==> config.mk <==
export PLATFORM = sky130hd
export DESIGN_NAME = fixed_partition_fit_allocator
export DESIGN_NICKNAME = d
export VERILOG_FILES = /design/src/design/fpfa_pkg.sv /design/src/design/fpfa_ram.sv /design/src/design/fpfa_ctrl.sv /design/src/design/fpfa_datapath.sv /design/src/design/fixed_partition_fit_allocator.sv
export SDC_FILE = /design/constraint.sdc
export NUM_CORES = 1
export LEC_CHECK = 0
export BUFFER_PORTS_ARGS = -buffer_cell sky130_fd_sc_hd__buf_2
export CAP_MARGIN = 10
export CORE_ASPECT_RATIO = 1.4
export CORE_MARGIN = 1
export CORE_UTILIZATION = 45
export CTS_CLUSTER_SIZE = 24
export DETAILED_ROUTE_END_ITERATION = 16
export GPL_TIMING_DRIVEN = 0
export PLACE_DENSITY_LB_ADDON = 0.08
export SYNTH_ARGS = -nofsm -noshare
export SYNTH_HDL_FRONTEND = slang
export SYNTH_SLANG_ARGS = --single-unit
==> constraint.sdc <==
create_clock -name clock -period 5.6 [get_ports clock]
set_input_delay 0.28 -clock clock [delete_from_list [all_inputs] [get_ports clock]]
set_output_delay 0.28 -clock clock [all_outputs]
set_load 0.02 [all_outputs]
==> src/design/fpfa_pkg.sv <==
// Shared types and constants for the fixed partition fit allocator.
`default_nettype none
package fpfa_pkg;

   // Payload field widths
   localparam int BLOCK_INDEX_BITS = 4;
   localparam int SIZE_FIELD_BITS  = 16;
   localparam int REQ_NUM_BITS     = 8;
   localparam int POLICY_BITS      = 2;
   localparam int COUNT_BITS       = 5;

   // Configuration port
   localparam int CSR_ADDR_BITS = 3;
   localparam int CSR_DATA_BITS = 32;
   localparam logic CSR_FIT_POLICY  = 1'b0;
   localparam logic CSR_BLOCK_COUNT = 1'b1;

   // Item modes
   localparam logic MODE_LOAD  = 1'b0;
   localparam logic MODE_ALLOC = 1'b1;

   // Fit policies; the unused code behaves as first fit
   localparam logic [POLICY_BITS-1:0] FIT_FIRST = 2'd0;
   localparam logic [POLICY_BITS-1:0] FIT_BEST  = 2'd1;
   localparam logic [POLICY_BITS-1:0] FIT_WORST = 2'd2;

   localparam logic [COUNT_BITS-1:0] BLOCK_COUNT_RESET = 5'd16;

   typedef struct packed {
      logic                        mode;
      logic [BLOCK_INDEX_BITS-1:0] block_index;
      logic [SIZE_FIELD_BITS-1:0]  size;
   } req_payload_type;

   typedef struct packed {
      logic                        granted;
      logic [BLOCK_INDEX_BITS-1:0] block_number;
      logic [REQ_NUM_BITS-1:0]     request_number;
      logic [SIZE_FIELD_BITS-1:0]  remaining;
   } rsp_payload_type;

   // Controller to datapath
   typedef struct packed {
      logic load_item;   // capture the incoming beat, restart the scan
      logic issue;       // read the next table entry
      logic commit;      // write back and present the result
   } ctl_cmd_type;

   // Datapath to controller
   typedef struct packed {
      logic in_alloc;    // incoming beat is an allocate request
      logic limit_zero;  // no blocks in use
      logic last_issue;  // current read is the last entry in use
      logic out_free;    // result register can take a new result
   } ctl_status_type;

endpackage
`default_nettype wire

==> src/design/fpfa_ram.sv <==
// Generic single write port, single read port RAM with registered read data.
`default_nettype none
module fpfa_ram #(
   parameter int WIDTH = 16,
   parameter int DEPTH = 16
) (
   input  wire logic                     clock,
   input  wire logic                     wr_en,
   input  wire logic [$clog2(DEPTH)-1:0] wr_addr,
   input  wire logic [WIDTH-1:0]         wr_data,
   input  wire logic [$clog2(DEPTH)-1:0] rd_addr,
   output logic      [WIDTH-1:0]         rd_data
);

   logic [WIDTH-1:0] mem_ff [DEPTH];

   always_ff @(posedge clock) begin
      if (wr_en) begin
         mem_ff[wr_addr] <= wr_data;
      end
      rd_data <= mem_ff[rd_addr];
   end

endmodule
`default_nettype wire

==> src/design/fpfa_ctrl.sv <==
// Sequencer for loads and table scans of the fit allocator.
`default_nettype none
module fpfa_ctrl (
   input  wire logic                    clock,
   input  wire logic                    reset,
   input  wire logic                    req_valid,
   output logic                         req_stall,
   input  wire fpfa_pkg::ctl_status_type status,
   output fpfa_pkg::ctl_cmd_type        cmd
);
   import fpfa_pkg::*;

   typedef enum logic [1:0] {
      ST_IDLE,
      ST_SCAN,
      ST_DRAIN,
      ST_FINISH
   } state_type;

   state_type state_ff;
   state_type state_in;
   logic      accept;

   // Take a beat only when no item is in flight
   assign req_stall = (state_ff != ST_IDLE);
   assign accept    = req_valid && !req_stall;

   always_comb begin
      cmd.load_item = accept;
      cmd.issue     = (state_ff == ST_SCAN);
      cmd.commit    = (state_ff == ST_FINISH) && status.out_free;
   end

   // Next state
   always_comb begin
      state_in = state_ff;
      case (state_ff)
         ST_IDLE: begin
            if (accept) begin
               if (status.in_alloc && !status.limit_zero) begin
                  state_in = ST_SCAN;
               end else begin
                  state_in = ST_FINISH;
               end
            end
         end
         ST_SCAN: begin
            if (status.last_issue) begin
               state_in = ST_DRAIN;
            end
         end
         ST_DRAIN: begin
            // last entry is compared here
            state_in = ST_FINISH;
         end
         ST_FINISH: begin
            if (status.out_free) begin
               state_in = ST_IDLE;
            end
         end
         default: begin
            state_in = ST_IDLE;
         end
      endcase
   end

   always_ff @(posedge clock) begin
      if (reset) begin
         state_ff <= ST_IDLE;
      end else begin
         state_ff <= state_in;
      end
   end

endmodule
`default_nettype wire

==> src/design/fpfa_datapath.sv <==
// Block table, fit compare unit, request counter and result register.
`default_nettype none
module fpfa_datapath #(
   parameter int MAX_BLOCKS   = 16,
   parameter int SIZE_BITS    = 16,
   parameter int MAX_REQUESTS = 256
) (
   input  wire logic                                   clock,
   input  wire logic                                   reset,
   input  wire fpfa_pkg::ctl_cmd_type                  cmd,
   output fpfa_pkg::ctl_status_type                    status,
   input  wire fpfa_pkg::req_payload_type              req_data,
   input  wire logic [fpfa_pkg::POLICY_BITS-1:0]       fit_policy,
   input  wire logic [fpfa_pkg::COUNT_BITS-1:0]        block_count,
   output logic                                        rsp_valid,
   input  wire logic                                   rsp_stall,
   output fpfa_pkg::rsp_payload_type                   rsp_data
);
   import fpfa_pkg::*;

   localparam int AW = $clog2(MAX_BLOCKS);
   localparam int LW = $clog2(MAX_BLOCKS + 1);
   localparam int CW = (LW > COUNT_BITS) ? LW : COUNT_BITS;
   localparam int RW = $clog2(MAX_REQUESTS);

   // Item registers
   logic                        mode_ff, mode_in;
   logic [BLOCK_INDEX_BITS-1:0] idx_ff, idx_in;
   logic [SIZE_BITS-1:0]        size_ff, size_in;

   // Scan state
   logic [AW-1:0]        addr_ff, addr_in;
   logic                 data_vld_ff, data_vld_in;
   logic [AW-1:0]        data_idx_ff, data_idx_in;
   logic                 found_ff, found_in;
   logic [AW-1:0]        pick_ff, pick_in;
   logic [SIZE_BITS-1:0] best_left_ff, best_left_in;

   // Request numbering and result register
   logic [RW-1:0]   req_cnt_ff, req_cnt_in;
   logic            rsp_valid_ff, rsp_valid_in;
   rsp_payload_type rsp_data_ff, rsp_data_in;

   // Table port
   logic                 wr_en;
   logic [AW-1:0]        wr_addr;
   logic [SIZE_BITS-1:0] wr_data;
   logic [SIZE_BITS-1:0] rd_data;

   logic [CW-1:0]        count_ext;
   logic [CW-1:0]        limit;
   logic                 idx_in_range;
   logic                 fits;
   logic [SIZE_BITS-1:0] left;
   logic                 take;
   logic                 out_free;

   fpfa_ram #(
      .WIDTH (SIZE_BITS),
      .DEPTH (MAX_BLOCKS)
   ) u_table (
      .clock   (clock),
      .wr_en   (wr_en),
      .wr_addr (wr_addr),
      .wr_data (wr_data),
      .rd_addr (addr_ff),
      .rd_data (rd_data)
   );

   // Blocks in use, saturated to the table depth
   always_comb begin
      count_ext = CW'(block_count);
      if (count_ext > CW'(MAX_BLOCKS)) begin
         limit = CW'(MAX_BLOCKS);
      end else begin
         limit = count_ext;
      end
   end

   assign out_free     = !rsp_valid_ff || !rsp_stall;
   assign idx_in_range = (32'(idx_ff) < MAX_BLOCKS);

   always_comb begin
      status.in_alloc   = (req_data.mode == MODE_ALLOC);
      status.limit_zero = (limit == '0);
      status.last_issue = ((CW'(addr_ff) + CW'(1)) == limit);
      status.out_free   = out_free;
   end

   // Fit compare on the entry read last cycle
   always_comb begin
      fits = (rd_data >= size_ff);
      left = rd_data - size_ff;
      take = data_vld_ff && fits &&
             (!found_ff ||
              ((fit_policy == FIT_BEST) && (left < best_left_ff)) ||
              ((fit_policy == FIT_WORST) && (left > best_left_ff)));
   end

   // Scan and item registers
   always_comb begin
      mode_in      = mode_ff;
      idx_in       = idx_ff;
      size_in      = size_ff;
      addr_in      = addr_ff;
      found_in     = found_ff;
      pick_in      = pick_ff;
      best_left_in = best_left_ff;
      data_vld_in  = cmd.issue;
      data_idx_in  = addr_ff;
      if (cmd.load_item) begin
         mode_in  = req_data.mode;
         idx_in   = req_data.block_index;
         size_in  = SIZE_BITS'(req_data.size);
         addr_in  = '0;
         found_in = 1'b0;
      end else begin
         if (cmd.issue) begin
            addr_in = addr_ff + AW'(1);
         end
         if (take) begin
            found_in     = 1'b1;
            pick_in      = data_idx_ff;
            best_left_in = left;
         end
      end
   end

   // Write back and result
   always_comb begin
      wr_en        = 1'b0;
      wr_addr      = pick_ff;
      wr_data      = best_left_ff;
      req_cnt_in   = req_cnt_ff;
      rsp_data_in  = rsp_data_ff;
      rsp_valid_in = rsp_valid_ff && rsp_stall;
      if (cmd.commit) begin
         rsp_valid_in = 1'b1;
         if (mode_ff == MODE_LOAD) begin
            wr_en                      = idx_in_range;
            wr_addr                    = AW'(idx_ff);
            wr_data                    = size_ff;
            req_cnt_in                 = '0;
            rsp_data_in.granted        = 1'b0;
            rsp_data_in.block_number   = '0;
            rsp_data_in.request_number = '0;
            rsp_data_in.remaining      = SIZE_FIELD_BITS'(size_ff);
         end else begin
            wr_en = found_ff;
            if (32'(req_cnt_ff) == MAX_REQUESTS - 1) begin
               req_cnt_in = '0;
            end else begin
               req_cnt_in = req_cnt_ff + RW'(1);
            end
            rsp_data_in.granted        = found_ff;
            rsp_data_in.request_number = REQ_NUM_BITS'(req_cnt_ff);
            if (found_ff) begin
               rsp_data_in.block_number = BLOCK_INDEX_BITS'(pick_ff);
               rsp_data_in.remaining    = SIZE_FIELD_BITS'(best_left_ff);
            end else begin
               rsp_data_in.block_number = '0;
               rsp_data_in.remaining    = '0;
            end
         end
      end
   end

   always_ff @(posedge clock) begin
      if (reset) begin
         data_vld_ff  <= 1'b0;
         found_ff     <= 1'b0;
         req_cnt_ff   <= '0;
         rsp_valid_ff <= 1'b0;
      end else begin
         data_vld_ff  <= data_vld_in;
         found_ff     <= found_in;
         req_cnt_ff   <= req_cnt_in;
         rsp_valid_ff <= rsp_valid_in;
      end
      mode_ff      <= mode_in;
      idx_ff       <= idx_in;
      size_ff      <= size_in;
      addr_ff      <= addr_in;
      data_idx_ff  <= data_idx_in;
      pick_ff      <= pick_in;
      best_left_ff <= best_left_in;
      rsp_data_ff  <= rsp_data_in;
   end

   assign rsp_valid = rsp_valid_ff;
   assign rsp_data  = rsp_data_ff;

endmodule
`default_nettype wire

==> src/design/fixed_partition_fit_allocator.sv <==
// Top level of the fixed partition fit allocator: register port and instances.
//
// The block keeps a table of remaining block sizes and serves one item at a
// time. A load beat writes one entry and restarts request numbering. An
// allocate beat scans the first block_count entries (saturated to MAX_BLOCKS)
// through the table's single read port, one entry per cycle, applies first,
// best or worst fit, then writes the chosen entry back if one fits; with no
// block in use it goes straight to the result. A finished result waits in an
// output register while the next beat is taken; if that register is still
// held by a stalled result, the block waits in its last cycle until the
// register frees. Table entries hold no value until loaded; the user must
// write fit_policy and block_count only while the block is idle, as the block
// itself does not enforce this.
`default_nettype none
module fixed_partition_fit_allocator #(
   parameter int MAX_BLOCKS   = 16,
   parameter int SIZE_BITS    = 16,
   parameter int MAX_REQUESTS = 256
) (
   input  wire logic                                 clock,
   input  wire logic                                 reset,
   // request channel
   input  wire logic                                 req_valid,
   output logic                                      req_stall,
   input  wire fpfa_pkg::req_payload_type            req_data,
   // response channel
   output logic                                      rsp_valid,
   input  wire logic                                 rsp_stall,
   output fpfa_pkg::rsp_payload_type                 rsp_data,
   // register port
   input  wire logic                                 csr_psel,
   input  wire logic                                 csr_penable,
   input  wire logic                                 csr_pwrite,
   input  wire logic [fpfa_pkg::CSR_ADDR_BITS-1:0]   csr_paddr,
   input  wire logic [fpfa_pkg::CSR_DATA_BITS-1:0]   csr_pwdata,
   output logic      [fpfa_pkg::CSR_DATA_BITS-1:0]   csr_prdata,
   output logic                                      csr_pready
);
   import fpfa_pkg::*;

   logic [POLICY_BITS-1:0] policy_ff, policy_in;
   logic [COUNT_BITS-1:0]  count_ff, count_in;
   logic                   csr_wr;
   logic                   csr_sel;
   ctl_cmd_type            cmd;
   ctl_status_type         status;

   // Register port: word address selects the register
   assign csr_pready = 1'b1;
   assign csr_wr     = csr_psel && csr_penable && csr_pwrite && csr_pready;
   assign csr_sel    = csr_paddr[2];

   always_comb begin
      policy_in = policy_ff;
      count_in  = count_ff;
      if (csr_wr) begin
         case (csr_sel)
            CSR_FIT_POLICY:  policy_in = csr_pwdata[POLICY_BITS-1:0];
            CSR_BLOCK_COUNT: count_in  = csr_pwdata[COUNT_BITS-1:0];
            default: begin
               policy_in = policy_ff;
            end
         endcase
      end
   end

   always_comb begin
      case (csr_sel)
         CSR_FIT_POLICY:  csr_prdata = CSR_DATA_BITS'(policy_ff);
         CSR_BLOCK_COUNT: csr_prdata = CSR_DATA_BITS'(count_ff);
         default:         csr_prdata = '0;
      endcase
   end

   always_ff @(posedge clock) begin
      if (reset) begin
         policy_ff <= FIT_FIRST;
         count_ff  <= BLOCK_COUNT_RESET;
      end else begin
         policy_ff <= policy_in;
         count_ff  <= count_in;
      end
   end

   fpfa_ctrl u_ctrl (
      .clock     (clock),
      .reset     (reset),
      .req_valid (req_valid),
      .req_stall (req_stall),
      .status    (status),
      .cmd       (cmd)
   );

   fpfa_datapath #(
      .MAX_BLOCKS   (MAX_BLOCKS),
      .SIZE_BITS    (SIZE_BITS),
      .MAX_REQUESTS (MAX_REQUESTS)
   ) u_datapath (
      .clock       (clock),
      .reset       (reset),
      .cmd         (cmd),
      .status      (status),
      .req_data    (req_data),
      .fit_policy  (policy_ff),
      .block_count (count_ff),
      .rsp_valid   (rsp_valid),
      .rsp_stall   (rsp_stall),
      .rsp_data    (rsp_data)
   );

endmodule
`default_nettype wire
==> results by group <==
Setup path
  – Setup crit start kind: flip-flop
  – Setup Crit Path Kind: flip-flop to flip-flop
  – Critical Path RT: 5.84 ns
  – Worst Setup End Kind: flip-flop
  – Worst reg2reg startpoint: u_datapath.size_ff[0]
  – Reg2reg end: u_datapath.best_left_ff[11]
  – CP max FO: 14
  – Reg2Reg Depth: 16
  – Reg2Reg Setup Slack: 0.44 ns
  – Worst Setup SP: u_datapath.size_ff[0]
  – Arr. time, crit path: 5.39 ns

Worst hold path
  – Hold path start: csr_pwdata[4]
  – Worst min path class: primary input to flip-flop
  – Hold Path Sink: count_ff[4]
  – Worst hold path cell count: 4

Die
  – Die width: 158 um
  – Starting Density: 46.0%
  – Ports: 127
  – Core footprint: 33400 sq um
  – Die Height: 221 um
  – Num rows: 79
  – Die area: 34900 sq um

Pwr
  – PD cells: 446 nW/um^2
  – P_leak: 0.00654 uW
  – Power Total: 8190 uW
  – Peak VDD IR: 0.247 mV

Timing
  – Setup clock skew after layout: 0.0137 ns
  – RSZ-0062 raised after global routing: false
  – # setup viols final: 0
  – Fmax: 194 MHz
  – Final worst path period need: 5.16 ns
  – Worst hold slack: 0.0642 ns
  – Final WS setup: 0.444 ns
  – Least-Margin Pin Slew: 0.892 ns
  – Slew Limit Fails: 0
  – Setup total negative slack: 0 ns
  – Tcrit/Tclk final: 92.1%
  – Slew headroom: 40.1%
  – Final Hold Viols: 0

Logic synthesis
  – Main synth FF type: edfxtp_1
  – Post-synthesis async set-or-reset flop share: 0%
  – Yosys reg bits: 370
  – Post-Syn Area: 15400 sq um
  – Syn avg cell area: 16.8 sq um
  – Synth top area share: 63.7%
  – YS warnings: 0
  – Synth area leader: edfxtp_1
  – Mapped Cells: 915
  – Seq/Total Area, Yosys: 69.4%
  – Top cells by area, synth: edfxtp_1 64%, mux4_2 12%, dfxtp_1 5.7%
  – Synth cell types: 54
  – Post-synth EDFFs: 326

GRT
  – Largest net degree at the start of global routing: 39
  – Number of global-route vias before repair: 8540
  – Total global routing overflow: 0
  – Overall routing resource usage: 20.5%
  – Initial antenna violation count: 0
  – First-pass GRT wire length: 51300 um

Clock tree
  – Worst skew pair latency: 0.54 ns
  – Setup Fix Bufs, Post-CTS: 0
  – CTS tree: built
  – CTS sink cnt: 370
  – Cts repair resizes: 0
  – Total CTS buffers: 37
  – Clock buffer depth: 3
  – Worst-path clk slew: 0.06 ns
  – Root buffer cell: clkbuf_16
  – Hold bufs inserted after CTS: 26
  – H-tree levels: 2

Placed design
  – GPL Wtd Cong: 0.870
  – Placed Instances: 1487
  – PortBufs: 69
  – Pre-CTS WS: 0.362 ns
  – Post-DP HPWL: 24400 um

Status
  – Status: finished clean

Detailed routing
  – First-pass detailed-route iteration total: 5
  – Routed Antenna Nets: 0
  – Drt total wl: 33900 um
  – DR vias: 8311
  – Routed WL per cell: 21.4 um
  – DRC violations left: 0
  – Detailed Route Iter0 Violations: 563
  – Via/cell ratio: 5.26

Cells and area
  – Share of cells above drive strength 1: 26.6%
  – Ant diodes: 0
  – Post-route insts no fill: 1581
  – Area grow syn2layout: 19.5%
  – Post-layout nets: 1210
  – Commonest non-fill, non-tap cell in the layout: edfxtp_1
  – Commonest non-fill, non-tap cells in the layout: 326 x edfxtp_1, 80 x mux4_2, 79 x buf_2

Job
  – Max-cap violations: 0
==> worst max-delay path, stage by stage (launching register included) <==
cell and delay [ns]:
edfxtp_1 0.38, ha_1 0.19, inv_1 0.07, fa_1 0.46
nand3_1 0.12, nand2_1 0.12, a31oi_1 0.41, o21ai_0 0.27
nand4_1 0.15, o211ai_1 0.15, ha_1 0.37, nand4_1 0.18
nor3_1 0.16, a2111oi_1 0.81, mux2i_1 0.24, a211oi_4 0.51
buf_8 0.25
==> stage by stage <==
| stage | area [sq um] | util [%] |
|---|---|---|
| after global routing | 18400 | 55.0 |
| after CTS | 18400 | 55.0 |
| final | 18400 | 55.0 |
| after global placement | 16400 | 49.0 |
| after detailed placement | 16900 | 50.6 |
| after floorplan | 15500 | - |
==> registers in the layout (all words and copies together) (netlist names), 5 cells and up <==
register                    flops
count_ff                        5
u_datapath.best_left_ff        16
u_datapath.req_cnt_ff           8
u_datapath.rsp_data            29
u_datapath.size_ff             16
u_datapath.u_table.mem_ff     256
u_datapath.u_table.rd_data     16
==> logic make-up (layout without fill, tap and decap cells) <==
group | count (synthesis) | after routing | share of synthesized area [%]
compound gates | 103 | 103 | 4.06
xor+xnor | 26 | 26 | 1.57
fa+ha+maj | 40 | 40 | 3.30
buf+inv | 112 | 307 | 3.72
flops | 370 | 370 | 69.4
mux | 92 | 92 | 12.5
other cells | 2 | 28 | 0.0489
simple gates | 170 | 170 | 5.36
==> report_power, final <==
group,internal [uW],switching (uW),leakage [uW]
combinational,952,1340,0.00264
sequential,3330,83.1,0.00331
clock,1440,1040,0.000585
==> synthesized netlist by cell type, types with 4 or more instances <==
cell type / n
mux2i_1: 9
nor3_1: 8
buf_2: 10
o21ai_0: 32
nand4_1: 11
nor2b_1: 6
nor2_1: 47
o22ai_1: 10
inv_1: 48
edfxtp_1: 326
and2_1: 13
xor2_1: 16
ha_1: 39
buf_1: 7
nand3_1: 19
a21oi_1: 25
and3_1: 10
mux4_2: 80
xnor2_1: 9
o211ai_1: 4
a31oi_1: 6
a21o_1: 6
clkbuf_1: 14
buf_4: 28
dfxtp_1: 44
nand2_1: 41
a211oi_1: 6
==> routing by layer <==
layer / track usage [%] / vias to the layer above / wire (um)
li1: - / 3880 / -
met1: 25.2 / 4188 / 13700
met2: 36.4 / 188 / 17900
met3: 3.41 / 55 / 1330
met4: 6.92 / 0 / 948
met5: 0 / - / 0
==> worst max-delay path by stage <==
stage,depth (start not counted),to,slack [ns]
after floorplan,16,u_datapath.best_left_ff[0],0.54
after global placement,15,u_datapath.best_left_ff[10],-1.70
after detailed placement,16,u_datapath.best_left_ff[9],0.36
after CTS,16,u_datapath.best_left_ff[12],0.36
after global routing,17,u_datapath.best_left_ff[11],0.15
final,16,u_datapath.best_left_ff[11],0.44
==> layout make-up <==
type	instances	area [sq um]
Fill cell	2737	15000
Inverter	49	184
Timing Repair Buffer	127	1080
Sequential cell	370	10700
Multi-Input combinational cell	459	4280
Buffer	63	389
Clock buffer	47	983
Clock inverter	21	236
Tap cell	445	557
No activity file was read; power rests on OpenSTA's default activity.
